**src/rtl/core/vtp_pkg.sv**
```systemverilog
// ----------------------------------------------------------------------------
// vtp_pkg: shared types and constants of the terminal escape parser
// Event codes, byte codes and the command record passed from front to back.
// ----------------------------------------------------------------------------
package vtp_pkg;

   // event kinds on the result channel
   localparam logic [2:0] EV_EXEC  = 3'd0;
   localparam logic [2:0] EV_PRINT = 3'd1;
   localparam logic [2:0] EV_ESC   = 3'd2;
   localparam logic [2:0] EV_CSI   = 3'd3;
   localparam logic [2:0] EV_OSC   = 3'd4;

   // byte codes
   localparam logic [7:0] B_BEL    = 8'h07;
   localparam logic [7:0] B_CAN    = 8'h18;
   localparam logic [7:0] B_SUB    = 8'h1A;
   localparam logic [7:0] B_ESC    = 8'h1B;
   localparam logic [7:0] B_SPACE  = 8'h20;
   localparam logic [7:0] B_INTMAX = 8'h2F;
   localparam logic [7:0] B_ZERO   = 8'h30;
   localparam logic [7:0] B_NINE   = 8'h39;
   localparam logic [7:0] B_COLON  = 8'h3A;
   localparam logic [7:0] B_SEMI   = 8'h3B;
   localparam logic [7:0] B_PRVLO  = 8'h3C;
   localparam logic [7:0] B_PRVHI  = 8'h3F;
   localparam logic [7:0] B_FINLO  = 8'h40;
   localparam logic [7:0] B_CSI    = 8'h5B;
   localparam logic [7:0] B_OSC    = 8'h5D;
   localparam logic [7:0] B_FINHI  = 8'h7E;
   localparam logic [7:0] B_DEL    = 8'h7F;
   localparam logic [7:0] B_HIGH   = 8'h80;

   // largest parameter that may still take a digit
   localparam logic [19:0] PARAM_LIMIT = 20'd99999;

   // one queued event: simple events carry item_count zero
   typedef struct packed {
      logic [2:0]  kind;
      logic [20:0] code;
      logic        priv;
      logic [1:0]  icnt;
      logic [7:0]  i1;
      logic [7:0]  i2;
      logic [6:0]  count;
      logic [19:0] tail;
   } cmd_type;

endpackage

```
**src/rtl/core/vtp_ram.sv**
```systemverilog
// ----------------------------------------------------------------------------
// vtp_ram: generic single write, single read RAM
// One write port, one read port with registered read data.
// ----------------------------------------------------------------------------
module vtp_ram #(
   parameter int WIDTH = 8,
   parameter int DEPTH = 64,
   localparam int AW   = (DEPTH > 1) ? $clog2(DEPTH) : 1
) (
   input  logic             clock,
   input  logic             wr_en,
   input  logic [AW-1:0]    wr_addr,
   input  logic [WIDTH-1:0] wr_data,
   input  logic             rd_en,
   input  logic [AW-1:0]    rd_addr,
   output logic [WIDTH-1:0] rd_data
);

   logic [WIDTH-1:0] mem_ff [DEPTH];
   logic [WIDTH-1:0] rd_data_ff;

   // write, and read on request
   always_ff @(posedge clock) begin
      if (wr_en) begin
         mem_ff[wr_addr] <= wr_data;
      end
      if (rd_en) begin
         rd_data_ff <= mem_ff[rd_addr];
      end
   end

   assign rd_data = rd_data_ff;

endmodule

```
**src/rtl/core/vtp_queue.sv**
```systemverilog
// ----------------------------------------------------------------------------
// vtp_queue: two-entry command queue
// Decouples the byte classifier from the result sequencer.
// ----------------------------------------------------------------------------
module vtp_queue
   import vtp_pkg::*;
(
   input  logic    clock,
   input  logic    reset,
   input  logic    push,
   input  cmd_type push_cmd,
   input  logic    pop,
   output logic    full,
   output logic    avail,
   output cmd_type head
);

   cmd_type    slot_ff [2];
   logic       wp_ff, wp_in;
   logic       rp_ff, rp_in;
   logic [1:0] cnt_ff, cnt_in;

   assign full  = (cnt_ff == 2'd2);
   assign avail = (cnt_ff != 2'd0);
   assign head  = slot_ff[rp_ff];

   // advance pointers and count
   always_comb begin
      wp_in  = push ? ~wp_ff : wp_ff;
      rp_in  = pop ? ~rp_ff : rp_ff;
      cnt_in = cnt_ff + {1'b0, push} - {1'b0, pop};
   end

   always_ff @(posedge clock) begin
      if (reset) begin
         wp_ff  <= 1'b0;
         rp_ff  <= 1'b0;
         cnt_ff <= 2'd0;
      end else begin
         wp_ff  <= wp_in;
         rp_ff  <= rp_in;
         cnt_ff <= cnt_in;
      end
   end

   // hold entries
   always_ff @(posedge clock) begin
      if (push) begin
         slot_ff[wp_ff] <= push_cmd;
      end
   end

endmodule

```
**src/rtl/core/vtp_front.sv**
```systemverilog
// ----------------------------------------------------------------------------
// vtp_front: byte classifier and sequence collector
// Runs the escape/CSI/OSC state machine and UTF-8 decoder, fills the stores
// and queues one command per event.
// ----------------------------------------------------------------------------
module vtp_front
   import vtp_pkg::*;
#(
   parameter int MAX_PARAMS        = 16,
   parameter int MAX_INTERMEDIATES = 2,
   parameter int OSC_MAX_LEN       = 64,
   localparam int PCW = $clog2(MAX_PARAMS + 1),
   localparam int PAW = (MAX_PARAMS > 1) ? $clog2(MAX_PARAMS) : 1,
   localparam int OLW = $clog2(OSC_MAX_LEN + 1),
   localparam int OAW = (OSC_MAX_LEN > 1) ? $clog2(OSC_MAX_LEN) : 1
) (
   input  logic            clock,
   input  logic            reset,
   input  logic            accept,
   input  logic [7:0]      in_byte,
   input  logic            run_done,
   output logic            busy,
   output logic            push,
   output cmd_type         push_cmd,
   output logic            par_we,
   output logic [PAW-1:0]  par_wa,
   output logic [19:0]     par_wd,
   output logic            osc_we,
   output logic [OAW-1:0]  osc_wa,
   output logic [7:0]      osc_wd
);

   localparam logic [2:0] PH_GROUND    = 3'd0;
   localparam logic [2:0] PH_ESC       = 3'd1;
   localparam logic [2:0] PH_ESC_INTER = 3'd2;
   localparam logic [2:0] PH_CSI_ENTRY = 3'd3;
   localparam logic [2:0] PH_CSI_PARAM = 3'd4;
   localparam logic [2:0] PH_CSI_INTER = 3'd5;
   localparam logic [2:0] PH_CSI_IGN   = 3'd6;
   localparam logic [2:0] PH_OSC       = 3'd7;

   localparam logic [PCW-1:0] MAXP = PCW'(MAX_PARAMS);
   localparam logic [OLW-1:0] MAXO = OLW'(OSC_MAX_LEN);
   localparam logic [1:0]     MAXI = 2'(MAX_INTERMEDIATES);

   logic [2:0]     phase_ff, phase_in;
   logic [20:0]    acc_ff, acc_in;
   logic [1:0]     rem_ff, rem_in;
   logic [PCW-1:0] pcnt_ff, pcnt_in;
   logic [19:0]    cur_ff, cur_in;
   logic           priv_ff, priv_in;
   logic           ovf_ff, ovf_in;
   logic [7:0]     ci0_ff, ci0_in, ci1_ff, ci1_in;
   logic [1:0]     ccnt_ff, ccnt_in;
   logic [7:0]     ei0_ff, ei0_in, ei1_ff, ei1_in;
   logic [1:0]     ecnt_ff, ecnt_in;
   logic [OLW-1:0] olen_ff, olen_in;
   logic           oovf_ff, oovf_in;
   logic           busy_ff, busy_in;

   logic           is_inter, is_cfinal, is_efinal, is_c0, is_digit, is_sep, is_cont;
   logic [PCW-1:0] effc;
   logic [19:0]    effv;
   logic [20:0]    acc_next;

   assign busy = busy_ff;

   // classify the byte
   always_comb begin
      is_inter  = (in_byte >= B_SPACE) && (in_byte <= B_INTMAX);
      is_cfinal = (in_byte >= B_FINLO) && (in_byte <= B_FINHI);
      is_efinal = (in_byte >= B_ZERO) && (in_byte <= B_FINHI);
      is_c0     = (in_byte < B_SPACE);
      is_digit  = (in_byte >= B_ZERO) && (in_byte <= B_NINE);
      is_sep    = (in_byte == B_SEMI) || (in_byte == B_COLON);
      is_cont   = (in_byte[7:6] == 2'b10);
      acc_next  = {acc_ff[14:0], in_byte[5:0]};
      effc      = (pcnt_ff == '0) ? PCW'(1) : pcnt_ff;
      effv      = (pcnt_ff == '0) ? 20'd0 : cur_ff;
   end

   // next state of the parser
   always_comb begin
      phase_in = phase_ff;
      acc_in   = acc_ff;
      rem_in   = rem_ff;
      pcnt_in  = pcnt_ff;
      cur_in   = cur_ff;
      priv_in  = priv_ff;
      ovf_in   = ovf_ff;
      ci0_in   = ci0_ff;
      ci1_in   = ci1_ff;
      ccnt_in  = ccnt_ff;
      ei0_in   = ei0_ff;
      ei1_in   = ei1_ff;
      ecnt_in  = ecnt_ff;
      olen_in  = olen_ff;
      oovf_in  = oovf_ff;
      busy_in  = busy_ff && !run_done;
      push     = 1'b0;
      push_cmd = '0;
      par_we   = 1'b0;
      par_wa   = '0;
      par_wd   = '0;
      osc_we   = 1'b0;
      osc_wa   = olen_ff[OAW-1:0];
      osc_wd   = in_byte;

      if (accept) begin
         if (in_byte == B_CAN || in_byte == B_SUB) begin
            phase_in = PH_GROUND;
         end else begin
            unique case (phase_ff)
               PH_GROUND: begin
                  if (in_byte == B_ESC) begin
                     phase_in = PH_ESC;
                     ecnt_in  = 2'd0;
                  end else if (in_byte == B_DEL) begin
                     phase_in = PH_GROUND;
                  end else if (is_c0) begin
                     push          = 1'b1;
                     push_cmd.kind = EV_EXEC;
                     push_cmd.code = {13'd0, in_byte};
                  end else if (rem_ff != 2'd0 && is_cont) begin
                     // continue a multi-byte character
                     rem_in = rem_ff - 2'd1;
                     acc_in = acc_next;
                     if (rem_ff == 2'd1) begin
                        acc_in        = '0;
                        push          = 1'b1;
                        push_cmd.kind = EV_PRINT;
                        push_cmd.code = acc_next;
                     end
                  end else begin
                     // fresh byte: a broken sequence restarts here
                     acc_in = '0;
                     rem_in = 2'd0;
                     if (in_byte < B_HIGH) begin
                        push          = 1'b1;
                        push_cmd.kind = EV_PRINT;
                        push_cmd.code = {13'd0, in_byte};
                     end else if (in_byte[7:5] == 3'b110) begin
                        acc_in = {16'd0, in_byte[4:0]};
                        rem_in = 2'd1;
                     end else if (in_byte[7:4] == 4'b1110) begin
                        acc_in = {17'd0, in_byte[3:0]};
                        rem_in = 2'd2;
                     end else if (in_byte[7:3] == 5'b11110) begin
                        acc_in = {18'd0, in_byte[2:0]};
                        rem_in = 2'd3;
                     end
                  end
               end
               PH_ESC, PH_ESC_INTER: begin
                  if (phase_ff == PH_ESC && in_byte == B_CSI) begin
                     phase_in = PH_CSI_ENTRY;
                     pcnt_in  = '0;
                     priv_in  = 1'b0;
                     ovf_in   = 1'b0;
                     ccnt_in  = 2'd0;
                  end else if (phase_ff == PH_ESC && in_byte == B_OSC) begin
                     phase_in = PH_OSC;
                     olen_in  = '0;
                     oovf_in  = 1'b0;
                  end else if (is_inter) begin
                     phase_in = PH_ESC_INTER;
                     if (ecnt_ff < MAXI) begin
                        if (ecnt_ff == 2'd0) ei0_in = in_byte;
                        else ei1_in = in_byte;
                        ecnt_in = ecnt_ff + 2'd1;
                     end
                  end else if (is_efinal) begin
                     phase_in      = PH_GROUND;
                     push          = 1'b1;
                     push_cmd.kind = EV_ESC;
                     push_cmd.code = {13'd0, in_byte};
                     push_cmd.icnt = ecnt_ff;
                     push_cmd.i1   = (ecnt_ff > 2'd0) ? ei0_ff : 8'd0;
                     push_cmd.i2   = (ecnt_ff > 2'd1) ? ei1_ff : 8'd0;
                  end else if (is_c0) begin
                     push          = 1'b1;
                     push_cmd.kind = EV_EXEC;
                     push_cmd.code = {13'd0, in_byte};
                  end else begin
                     phase_in = PH_GROUND;
                  end
               end
               PH_CSI_ENTRY, PH_CSI_PARAM, PH_CSI_INTER, PH_CSI_IGN: begin
                  if (is_c0) begin
                     push          = 1'b1;
                     push_cmd.kind = EV_EXEC;
                     push_cmd.code = {13'd0, in_byte};
                  end else if (phase_ff == PH_CSI_IGN) begin
                     if (is_cfinal) phase_in = PH_GROUND;
                  end else if (phase_ff != PH_CSI_INTER && is_digit) begin
                     // accumulate the open parameter in a register
                     phase_in = PH_CSI_PARAM;
                     pcnt_in  = effc;
                     cur_in   = effv;
                     if (effv > PARAM_LIMIT) begin
                        ovf_in = 1'b1;
                     end else begin
                        cur_in = (effv << 3) + (effv << 1) + {16'd0, in_byte[3:0]};
                     end
                  end else if (phase_ff != PH_CSI_INTER && is_sep) begin
                     // close the open parameter into the store
                     phase_in = PH_CSI_PARAM;
                     pcnt_in  = effc;
                     cur_in   = effv;
                     if (effc < MAXP) begin
                        par_we  = 1'b1;
                        par_wa  = PAW'(effc - PCW'(1));
                        par_wd  = effv;
                        pcnt_in = effc + PCW'(1);
                        cur_in  = 20'd0;
                     end else begin
                        ovf_in = 1'b1;
                     end
                  end else if (phase_ff == PH_CSI_ENTRY && in_byte >= B_PRVLO
                               && in_byte <= B_PRVHI) begin
                     priv_in  = 1'b1;
                     phase_in = PH_CSI_PARAM;
                  end else if (is_inter) begin
                     phase_in = PH_CSI_INTER;
                     if (ccnt_ff < MAXI) begin
                        if (ccnt_ff == 2'd0) ci0_in = in_byte;
                        else ci1_in = in_byte;
                        ccnt_in = ccnt_ff + 2'd1;
                     end
                  end else if (is_cfinal) begin
                     phase_in = PH_GROUND;
                     if (!ovf_ff) begin
                        push           = 1'b1;
                        push_cmd.kind  = EV_CSI;
                        push_cmd.code  = {13'd0, in_byte};
                        push_cmd.priv  = priv_ff;
                        push_cmd.icnt  = ccnt_ff;
                        push_cmd.i1    = (ccnt_ff > 2'd0) ? ci0_ff : 8'd0;
                        push_cmd.i2    = (ccnt_ff > 2'd1) ? ci1_ff : 8'd0;
                        push_cmd.count = 7'(pcnt_ff);
                        push_cmd.tail  = cur_ff;
                        busy_in        = (pcnt_ff != '0);
                     end
                  end else begin
                     phase_in = PH_CSI_IGN;
                  end
               end
               PH_OSC: begin
                  if (in_byte == B_BEL || in_byte == B_ESC) begin
                     phase_in = PH_GROUND;
                     if (in_byte == B_ESC) begin
                        phase_in = PH_ESC;
                        ecnt_in  = 2'd0;
                     end
                     if (!oovf_ff) begin
                        push           = 1'b1;
                        push_cmd.kind  = EV_OSC;
                        push_cmd.count = 7'(olen_ff);
                        busy_in        = (olen_ff != '0);
                     end
                  end else if (olen_ff < MAXO) begin
                     osc_we  = 1'b1;
                     olen_in = olen_ff + OLW'(1);
                  end else begin
                     oovf_in = 1'b1;
                  end
               end
               default: phase_in = PH_GROUND;
            endcase
         end
      end
   end

   // control state
   always_ff @(posedge clock) begin
      if (reset) begin
         phase_ff <= PH_GROUND;
         acc_ff   <= '0;
         rem_ff   <= 2'd0;
         pcnt_ff  <= '0;
         priv_ff  <= 1'b0;
         ovf_ff   <= 1'b0;
         ccnt_ff  <= 2'd0;
         ecnt_ff  <= 2'd0;
         olen_ff  <= '0;
         oovf_ff  <= 1'b0;
         busy_ff  <= 1'b0;
      end else begin
         phase_ff <= phase_in;
         acc_ff   <= acc_in;
         rem_ff   <= rem_in;
         pcnt_ff  <= pcnt_in;
         priv_ff  <= priv_in;
         ovf_ff   <= ovf_in;
         ccnt_ff  <= ccnt_in;
         ecnt_ff  <= ecnt_in;
         olen_ff  <= olen_in;
         oovf_ff  <= oovf_in;
         busy_ff  <= busy_in;
      end
   end

   // payload state
   always_ff @(posedge clock) begin
      cur_ff <= cur_in;
      ci0_ff <= ci0_in;
      ci1_ff <= ci1_in;
      ei0_ff <= ei0_in;
      ei1_ff <= ei1_in;
   end

endmodule

```
**src/rtl/core/vtp_back.sv**
```systemverilog
// ----------------------------------------------------------------------------
// vtp_back: result sequencer
// Pops commands, walks CSI parameter and OSC byte runs through the stores
// and drives the registered result channel.
// ----------------------------------------------------------------------------
module vtp_back
   import vtp_pkg::*;
(
   input  logic        clock,
   input  logic        reset,
   input  logic        q_avail,
   input  cmd_type     q_head,
   output logic        q_pop,
   output logic        rd_en,
   output logic [5:0]  rd_addr,
   input  logic [19:0] par_rd,
   input  logic [7:0]  osc_rd,
   output logic        run_done,
   output logic        rsp_valid,
   input  logic        rsp_stall,
   output logic [2:0]  rsp_event_kind,
   output logic [20:0] rsp_code,
   output logic        rsp_private_flag,
   output logic [1:0]  rsp_inter_count,
   output logic [7:0]  rsp_inter_first,
   output logic [7:0]  rsp_inter_second,
   output logic [6:0]  rsp_item_count,
   output logic [5:0]  rsp_item_index,
   output logic [19:0] rsp_item_value,
   output logic        rsp_last
);

   localparam logic B_IDLE = 1'b0;
   localparam logic B_RUN  = 1'b1;

   logic        st_ff, st_in;
   cmd_type     run_ff, run_in;
   logic [5:0]  k_ff, k_in;
   logic        ov_ff, ov_in;
   logic [2:0]  kind_ff, kind_in;
   logic [20:0] code_ff, code_in;
   logic        priv_ff, priv_in;
   logic [1:0]  ic_ff, ic_in;
   logic [7:0]  i1_ff, i1_in, i2_ff, i2_in;
   logic [6:0]  cnt_ff, cnt_in;
   logic [5:0]  idx_ff, idx_in;
   logic [19:0] val_ff, val_in;
   logic        last_ff, last_in;
   logic        out_free, is_final;
   logic [19:0] run_val;

   assign out_free = !ov_ff || !rsp_stall;

   // pick the value of the current run position
   always_comb begin
      is_final = ({1'b0, k_ff} + 7'd1 == run_ff.count);
      if (run_ff.kind == EV_CSI) begin
         run_val = is_final ? run_ff.tail : par_rd;
      end else begin
         run_val = {12'd0, osc_rd};
      end
   end

   // sequence results
   always_comb begin
      st_in    = st_ff;
      run_in   = run_ff;
      k_in     = k_ff;
      ov_in    = ov_ff && rsp_stall;
      kind_in  = kind_ff;
      code_in  = code_ff;
      priv_in  = priv_ff;
      ic_in    = ic_ff;
      i1_in    = i1_ff;
      i2_in    = i2_ff;
      cnt_in   = cnt_ff;
      idx_in   = idx_ff;
      val_in   = val_ff;
      last_in  = last_ff;
      q_pop    = 1'b0;
      rd_en    = 1'b0;
      rd_addr  = 6'd0;
      run_done = 1'b0;

      unique case (st_ff)
         B_IDLE: begin
            if (q_avail && out_free) begin
               q_pop = 1'b1;
               if (q_head.count == 7'd0) begin
                  ov_in   = 1'b1;
                  kind_in = q_head.kind;
                  code_in = q_head.code;
                  priv_in = q_head.priv;
                  ic_in   = q_head.icnt;
                  i1_in   = q_head.i1;
                  i2_in   = q_head.i2;
                  cnt_in  = 7'd0;
                  idx_in  = 6'd0;
                  val_in  = 20'd0;
                  last_in = 1'b1;
               end else begin
                  // open a run and fetch its first entry
                  st_in  = B_RUN;
                  run_in = q_head;
                  k_in   = 6'd0;
                  rd_en  = 1'b1;
               end
            end
         end
         B_RUN: begin
            if (out_free) begin
               ov_in   = 1'b1;
               kind_in = run_ff.kind;
               code_in = run_ff.code;
               priv_in = run_ff.priv;
               ic_in   = run_ff.icnt;
               i1_in   = run_ff.i1;
               i2_in   = run_ff.i2;
               cnt_in  = run_ff.count;
               idx_in  = k_ff;
               val_in  = run_val;
               last_in = is_final;
               if (is_final) begin
                  st_in    = B_IDLE;
                  run_done = 1'b1;
               end else begin
                  k_in    = k_ff + 6'd1;
                  rd_en   = 1'b1;
                  rd_addr = k_ff + 6'd1;
               end
            end
         end
         default: st_in = B_IDLE;
      endcase
   end

   always_ff @(posedge clock) begin
      if (reset) begin
         st_ff <= B_IDLE;
         ov_ff <= 1'b0;
      end else begin
         st_ff <= st_in;
         ov_ff <= ov_in;
      end
   end

   always_ff @(posedge clock) begin
      run_ff  <= run_in;
      k_ff    <= k_in;
      kind_ff <= kind_in;
      code_ff <= code_in;
      priv_ff <= priv_in;
      ic_ff   <= ic_in;
      i1_ff   <= i1_in;
      i2_ff   <= i2_in;
      cnt_ff  <= cnt_in;
      idx_ff  <= idx_in;
      val_ff  <= val_in;
      last_ff <= last_in;
   end

   assign rsp_valid        = ov_ff;
   assign rsp_event_kind   = kind_ff;
   assign rsp_code         = code_ff;
   assign rsp_private_flag = priv_ff;
   assign rsp_inter_count  = ic_ff;
   assign rsp_inter_first  = i1_ff;
   assign rsp_inter_second = i2_ff;
   assign rsp_item_count   = cnt_ff;
   assign rsp_item_index   = idx_ff;
   assign rsp_item_value   = val_ff;
   assign rsp_last         = last_ff;

endmodule

```
**src/rtl/core/vt_escape_sequence_parser.sv**
```systemverilog
// A simple event goes through the command queue into the output register.
// Throughput: one byte per cycle while req_stall is low; a CSI or OSC run gives
// one result per cycle while rsp_stall is low, the first after its store read.
// Input stalls from a run's dispatch byte until its last result is loaded
// into the output register, and while the command queue is full.
// Reset: synchronous, active high; parser to ground, queue and output empty.
// ----------------------------------------------------------------------------
// vt_escape_sequence_parser: VT terminal byte parser with UTF-8 decoding
// Front classifier, two-entry command queue, result sequencer and stores.
// ----------------------------------------------------------------------------
module vt_escape_sequence_parser
   import vtp_pkg::*;
#(
   parameter int MAX_PARAMS        = 16,
   parameter int MAX_INTERMEDIATES = 2,
   parameter int OSC_MAX_LEN       = 64
) (
   input  logic        clock,
   input  logic        reset,
   input  logic        req_valid,
   output logic        req_stall,
   input  logic [7:0]  req_in_byte,
   output logic        rsp_valid,
   input  logic        rsp_stall,
   output logic [2:0]  rsp_event_kind,
   output logic [20:0] rsp_code,
   output logic        rsp_private_flag,
   output logic [1:0]  rsp_inter_count,
   output logic [7:0]  rsp_inter_first,
   output logic [7:0]  rsp_inter_second,
   output logic [6:0]  rsp_item_count,
   output logic [5:0]  rsp_item_index,
   output logic [19:0] rsp_item_value,
   output logic        rsp_last
);

   localparam int PAW = (MAX_PARAMS > 1) ? $clog2(MAX_PARAMS) : 1;
   localparam int OAW = (OSC_MAX_LEN > 1) ? $clog2(OSC_MAX_LEN) : 1;

   logic           accept, busy, run_done;
   logic           q_push, q_pop, q_full, q_avail;
   cmd_type        q_in, q_head;
   logic           par_we, osc_we, rd_en;
   logic [PAW-1:0] par_wa;
   logic [OAW-1:0] osc_wa;
   logic [19:0]    par_wd, par_rd;
   logic [7:0]     osc_wd, osc_rd;
   logic [5:0]     rd_addr;

   assign req_stall = busy || q_full;
   assign accept    = req_valid && !req_stall;

   vtp_front #(
      .MAX_PARAMS        (MAX_PARAMS),
      .MAX_INTERMEDIATES (MAX_INTERMEDIATES),
      .OSC_MAX_LEN       (OSC_MAX_LEN)
   ) u_front (
      .clock    (clock),
      .reset    (reset),
      .accept   (accept),
      .in_byte  (req_in_byte),
      .run_done (run_done),
      .busy     (busy),
      .push     (q_push),
      .push_cmd (q_in),
      .par_we   (par_we),
      .par_wa   (par_wa),
      .par_wd   (par_wd),
      .osc_we   (osc_we),
      .osc_wa   (osc_wa),
      .osc_wd   (osc_wd)
   );

   vtp_queue u_queue (
      .clock    (clock),
      .reset    (reset),
      .push     (q_push),
      .push_cmd (q_in),
      .pop      (q_pop),
      .full     (q_full),
      .avail    (q_avail),
      .head     (q_head)
   );

   vtp_ram #(.WIDTH(20), .DEPTH(MAX_PARAMS)) u_par_ram (
      .clock   (clock),
      .wr_en   (par_we),
      .wr_addr (par_wa),
      .wr_data (par_wd),
      .rd_en   (rd_en),
      .rd_addr (rd_addr[PAW-1:0]),
      .rd_data (par_rd)
   );

   vtp_ram #(.WIDTH(8), .DEPTH(OSC_MAX_LEN)) u_osc_ram (
      .clock   (clock),
      .wr_en   (osc_we),
      .wr_addr (osc_wa),
      .wr_data (osc_wd),
      .rd_en   (rd_en),
      .rd_addr (rd_addr[OAW-1:0]),
      .rd_data (osc_rd)
   );

   vtp_back u_back (
      .clock            (clock),
      .reset            (reset),
      .q_avail          (q_avail),
      .q_head           (q_head),
      .q_pop            (q_pop),
      .rd_en            (rd_en),
      .rd_addr          (rd_addr),
      .par_rd           (par_rd),
      .osc_rd           (osc_rd),
      .run_done         (run_done),
      .rsp_valid        (rsp_valid),
      .rsp_stall        (rsp_stall),
      .rsp_event_kind   (rsp_event_kind),
      .rsp_code         (rsp_code),
      .rsp_private_flag (rsp_private_flag),
      .rsp_inter_count  (rsp_inter_count),
      .rsp_inter_first  (rsp_inter_first),
      .rsp_inter_second (rsp_inter_second),
      .rsp_item_count   (rsp_item_count),
      .rsp_item_index   (rsp_item_index),
      .rsp_item_value   (rsp_item_value),
      .rsp_last         (rsp_last)
   );

`ifndef SYNTHESIS
   // a run keeps the output occupied until its last item
   a_run_cont: assert property (@(posedge clock) disable iff (reset)
      rsp_valid && !rsp_last |=> rsp_valid)
      else $error("run broke before its last item");

   // only CSI and OSC items come in runs
   a_run_kind: assert property (@(posedge clock) disable iff (reset)
      rsp_valid && !rsp_last |-> rsp_event_kind == EV_CSI || rsp_event_kind == EV_OSC)
      else $error("multi-item run of a simple event");

   // the queue takes a command while full only in a cycle in which it also pops one
   a_no_overrun: assert property (@(posedge clock) disable iff (reset)
      q_push |-> !q_full || q_pop)
      else $error("command queue overrun");
`endif

endmodule

```
**config.mk**
```make
export PLATFORM = sky130hd
export DESIGN_NAME = vt_escape_sequence_parser
export DESIGN_NICKNAME = d
export VERILOG_FILES = /design/src/rtl/core/vtp_pkg.sv /design/src/rtl/core/vtp_ram.sv /design/src/rtl/core/vtp_queue.sv /design/src/rtl/core/vtp_front.sv /design/src/rtl/core/vtp_back.sv /design/src/rtl/core/vt_escape_sequence_parser.sv
export SDC_FILE = /design/constraint.sdc
export NUM_CORES = 2
export LEC_CHECK = 0
export BUFFER_PORTS_ARGS = -buffer_cell sky130_fd_sc_hd__clkbuf_2
export CORE_MARGIN = 4
export CORE_UTILIZATION = 55
export DETAILED_ROUTE_END_ITERATION = 7
export GPL_TIMING_DRIVEN = 0
export PLACE_DENSITY_LB_ADDON = 0.12
export REMOVE_ABC_BUFFERS = 1
export SYNTH_ARGS = -nofsm -noshare
export SYNTH_HDL_FRONTEND = slang
export SYNTH_SLANG_ARGS = --single-unit
```
**constraint.sdc**
```tcl
create_clock -name clock -period 14.75 [get_ports clock]
set_clock_uncertainty 0.15 [all_clocks]
set_input_delay 2.2125 -clock clock [delete_from_list [all_inputs] [get_ports clock]]
set_output_delay 2.2125 -clock clock [all_outputs]
set_load 0.02 [all_outputs]
```
==> impl_metrics.json <==
{
  "status": "complete, no violations",
  "synth_edf_count": 1205,
  "postCtsSetupRepairBufs": 0,
  "postSynthCellCount": 3694,
  "end_kind": "register",
  "min_path_type": "reg -> reg",
  "multiInputGateArea_sq_um": 13520,
  "synth-seq-cells": 1252,
  "drt-initial-drc-count": 3451,
  "use_met2": 0.3861,
  "pwr-share-comb": 0.240,
  "power.total_mw": 10.19,
  "r2r_setup_slack_ns": 9.16,
  "yosysTopAreaCellShare": 0.7036,
  "drv_slew": 0,
  "grt_pass1_wl_um": 182100,
  "path_class": "in -> reg",
  "utilization": 0.6321,
  "regArea_sq_um": 37130,
  "wl_um": 121400,
  "cts_root_buf": "clkbuf_16",
  "ys_async_sr_fraction": 0,
  "num_rows": 111,
  "dr.pass1.iters": 7,
  "finalSetupViolCount": 0,
  "dpl_cell_area_sq_um": 53800,
  "cp-startpoint": "req_in_byte[6]",
  "rsz0062_at_grt": "false",
  "num_vias": 31100,
  "remaining_drc_errors": 0,
  "ys_seq_area_frac": 0.7219,
  "place_congestion": 0.9104,
  "synth.area.top_cells": "edfxtp_1 (70%), nand2_1 (4.6%), mux2_2 (3.0%)",
  "cts_tree": "done",
  "antenna_found_initial": 4,
  "avgSynthCellArea_sq_um": 13.92,
  "maxSlewHeadroom": 0.1437,
  "coreArea_sq_um": 92220,
  "p_sw_mw": 3.015,
  "die_x_um": 313.8,
  "tightestPinTransition_ns": 1.273,
  "fmax_mhz": 157.7,
  "r2r-start": "u_back.k_ff[0]",
  "finalNonFillerCells": 5096,
  "power_density_nw_per_um2": 174.9,
  "hold_violations": 0,
  "ys_warn_count": 0,
  "ff2ff_path_depth": 12,
  "ys_types": 75,
  "cts.sinks": 1252,
  "met3_usage": 0.04041,
  "crit_end": "u_osc_ram.mem_ff[12][6]",
  "wire_per_inst_um": 23.82,
  "drive_above_1_share": 0.1428,
  "portBuffers": 90,
  "cts.htree.levels": 4,
  "cap_violations": 0,
  "yosys.cell_count.top_type": "edfxtp_1",
  "cts_buffers": 133,
  "p_leak_nw": 19.61,
  "io_pins": 91,
  "dp_cells": 4857,
  "ys_top_cells_by_count": "edfxtp_1 (1,205), nand2_1 (637), nand3_1 (256)",
  "grt_start_max_net_pins": 111,
  "internal-power_mw": 7.177,
  "ys.flop_type": "edfxtp_1",
  "switching_share": 0.2958,
  "clkPwrFrac": 0.332,
  "grtUsageTotal": 0.2440,
  "finalWorstSetupSlack_ns": 8.410,
  "busiest_layer": "met2",
  "clk_pin_slew_worst_paths_ns": 0.06,
  "final_antenna_net_count": 0,
  "preCtsSetupSlack_ns": 7.780,
  "cp.required_ns": 14.95,
  "place_hpwl_um": 73630,
  "path_max_fanout": 79,
  "reg2reg_to": "u_osc_ram.rd_data[2]",
  "synth_largest_area_cell": "edfxtp_1",
  "fin_crit_ns": 6.340,
  "cts_resized": 0,
  "clock_path_buffers": 3,
  "period_share": 0.4298,
  "worstPathArrival_ns": 6.53,
  "synthesis.area_sq_um": 51430,
  "fp.dieH_um": 313.8,
  "fin_tns_setup_ns": 0,
  "viasPerCell": 6.102,
  "fillers": 6730,
  "die_area_sq_um": 98470,
  "initial_core_util": 0.5577,
  "hold_slack_ns": 0.3056,
  "area_growth_pct": 13.34,
  "insertion_delay_ns": 0.72,
  "nets": 3812,
  "critPathLaunchType": "input pin",
  "grt.overflow.total": 0,
  "first_global_vias": 30290,
  "ir_drop_uv": 142.3,
  "design_area_sq_um": 58290,
  "p_seq_frac": 0.428,
  "met1_usage": 0.3504,
  "hold_buffers": 0
}
critical path, cell delays in order:
cell and delay, ns:
clkbuf_4 0.75, or2_2 0.33, nor2_1 0.19, nand2_1 0.16
nand2_1 0.35, nor4_1 1.07, nand2_1 0.55, nor2_1 0.83
worst min-delay path by stage:
| stage | from | end | cells after the start |
|---|---|---|---|
| floorplan | u_front.acc_ff[10] | u_front.acc_ff[10] | 2 |
| finish | u_front.acc_ff[13] | u_front.acc_ff[13] | 2 |
| global route | u_front.acc_ff[13] | u_front.acc_ff[13] | 2 |
| global placement | u_front.acc_ff[9] | u_front.acc_ff[9] | 2 |
| detailed placement | u_front.acc_ff[13] | u_front.acc_ff[13] | 2 |
| CTS | u_front.acc_ff[13] | u_front.acc_ff[13] | 2 |
registers in the layout, summed over array words and instances (netlist names), 6 cells and up, named ones only:
register and flops:
u_front.olen_ff 7, u_back.rsp_inter_first 8, u_back.rsp_item_value 20, u_back.run_ff 70, u_back.k_ff 6, u_osc_ram.rd_data 8, u_par_ram.rd_data 20, u_front.ei0_ff 8
u_back.rsp_item_count 7, u_back.rsp_code 21, u_queue.slot_ff 140, u_front.acc_ff 15, u_back.rsp_inter_second 8, u_back.rsp_item_index 6, u_front.ci1_ff 8, u_par_ram.mem_ff 320
u_osc_ram.mem_ff 512, u_front.cur_ff 20, u_front.ci0_ff 8, u_front.ei1_ff 8
power groups by stage:
stage	clock (mW)	combinational (mW)	sequential [mW]
after global placement	0	2.37	4.56
final	3.38	2.45	4.36
after floorplan	0	1.45	4.56
after CTS	3.44	2.44	4.36
after global routing	3.60	2.63	4.38
after detailed placement	0	2.43	4.44
layout make-up:
class,count,share of cell area
Antenna cell,1,0.00004293
Inverter,27,0.001739
Clock buffer,172,0.06160
Multi-Input combinational cell,2197,0.2319
Tap cell,1243,0.02668
Timing Repair Buffer,139,0.02629
Clock inverter,65,0.01479
Sequential cell,1252,0.6369
placed cells by master, fill, tap and decap left out, types with 23 or more instances in the layout:
cell       count
a211oi_1      58
a21oi_1      134
a22oi_1       34
a311oi_1      31
a31oi_1       97
and2_1        92
and3_1        54
buf_12        23
clkbuf_1      33
clkbuf_16    138
clkbuf_2      82
dfxtp_1       46
edfxtp_1    1205
ha_1          48
inv_1         26
mux2_2       136
mux4_2        34
nand2_1      636
nand3_1      255
nor2_1       191
nor2b_1       47
nor3_1        23
o21ai_0       57
xnor2_1       25
cell families after synthesis:
group	after synthesis	synth area share
simple gates	1411	0.1248
flops	1252	0.7219
compound gates	508	0.06530
buf+inv	245	0.02029
mux	187	0.04797
fa+ha+maj	50	0.01246
xor+xnor	41	0.007347
per-layer routing:
layer  up-vias  wire [um]  part of all wire
li1      13990          -                 -
met1     15480      51630              0.43
met2      1381      56700              0.47
met3       251       9808             0.081
met4         0       3251             0.027
met5         -          0                 0
Power figures use the tool's default switching activity.
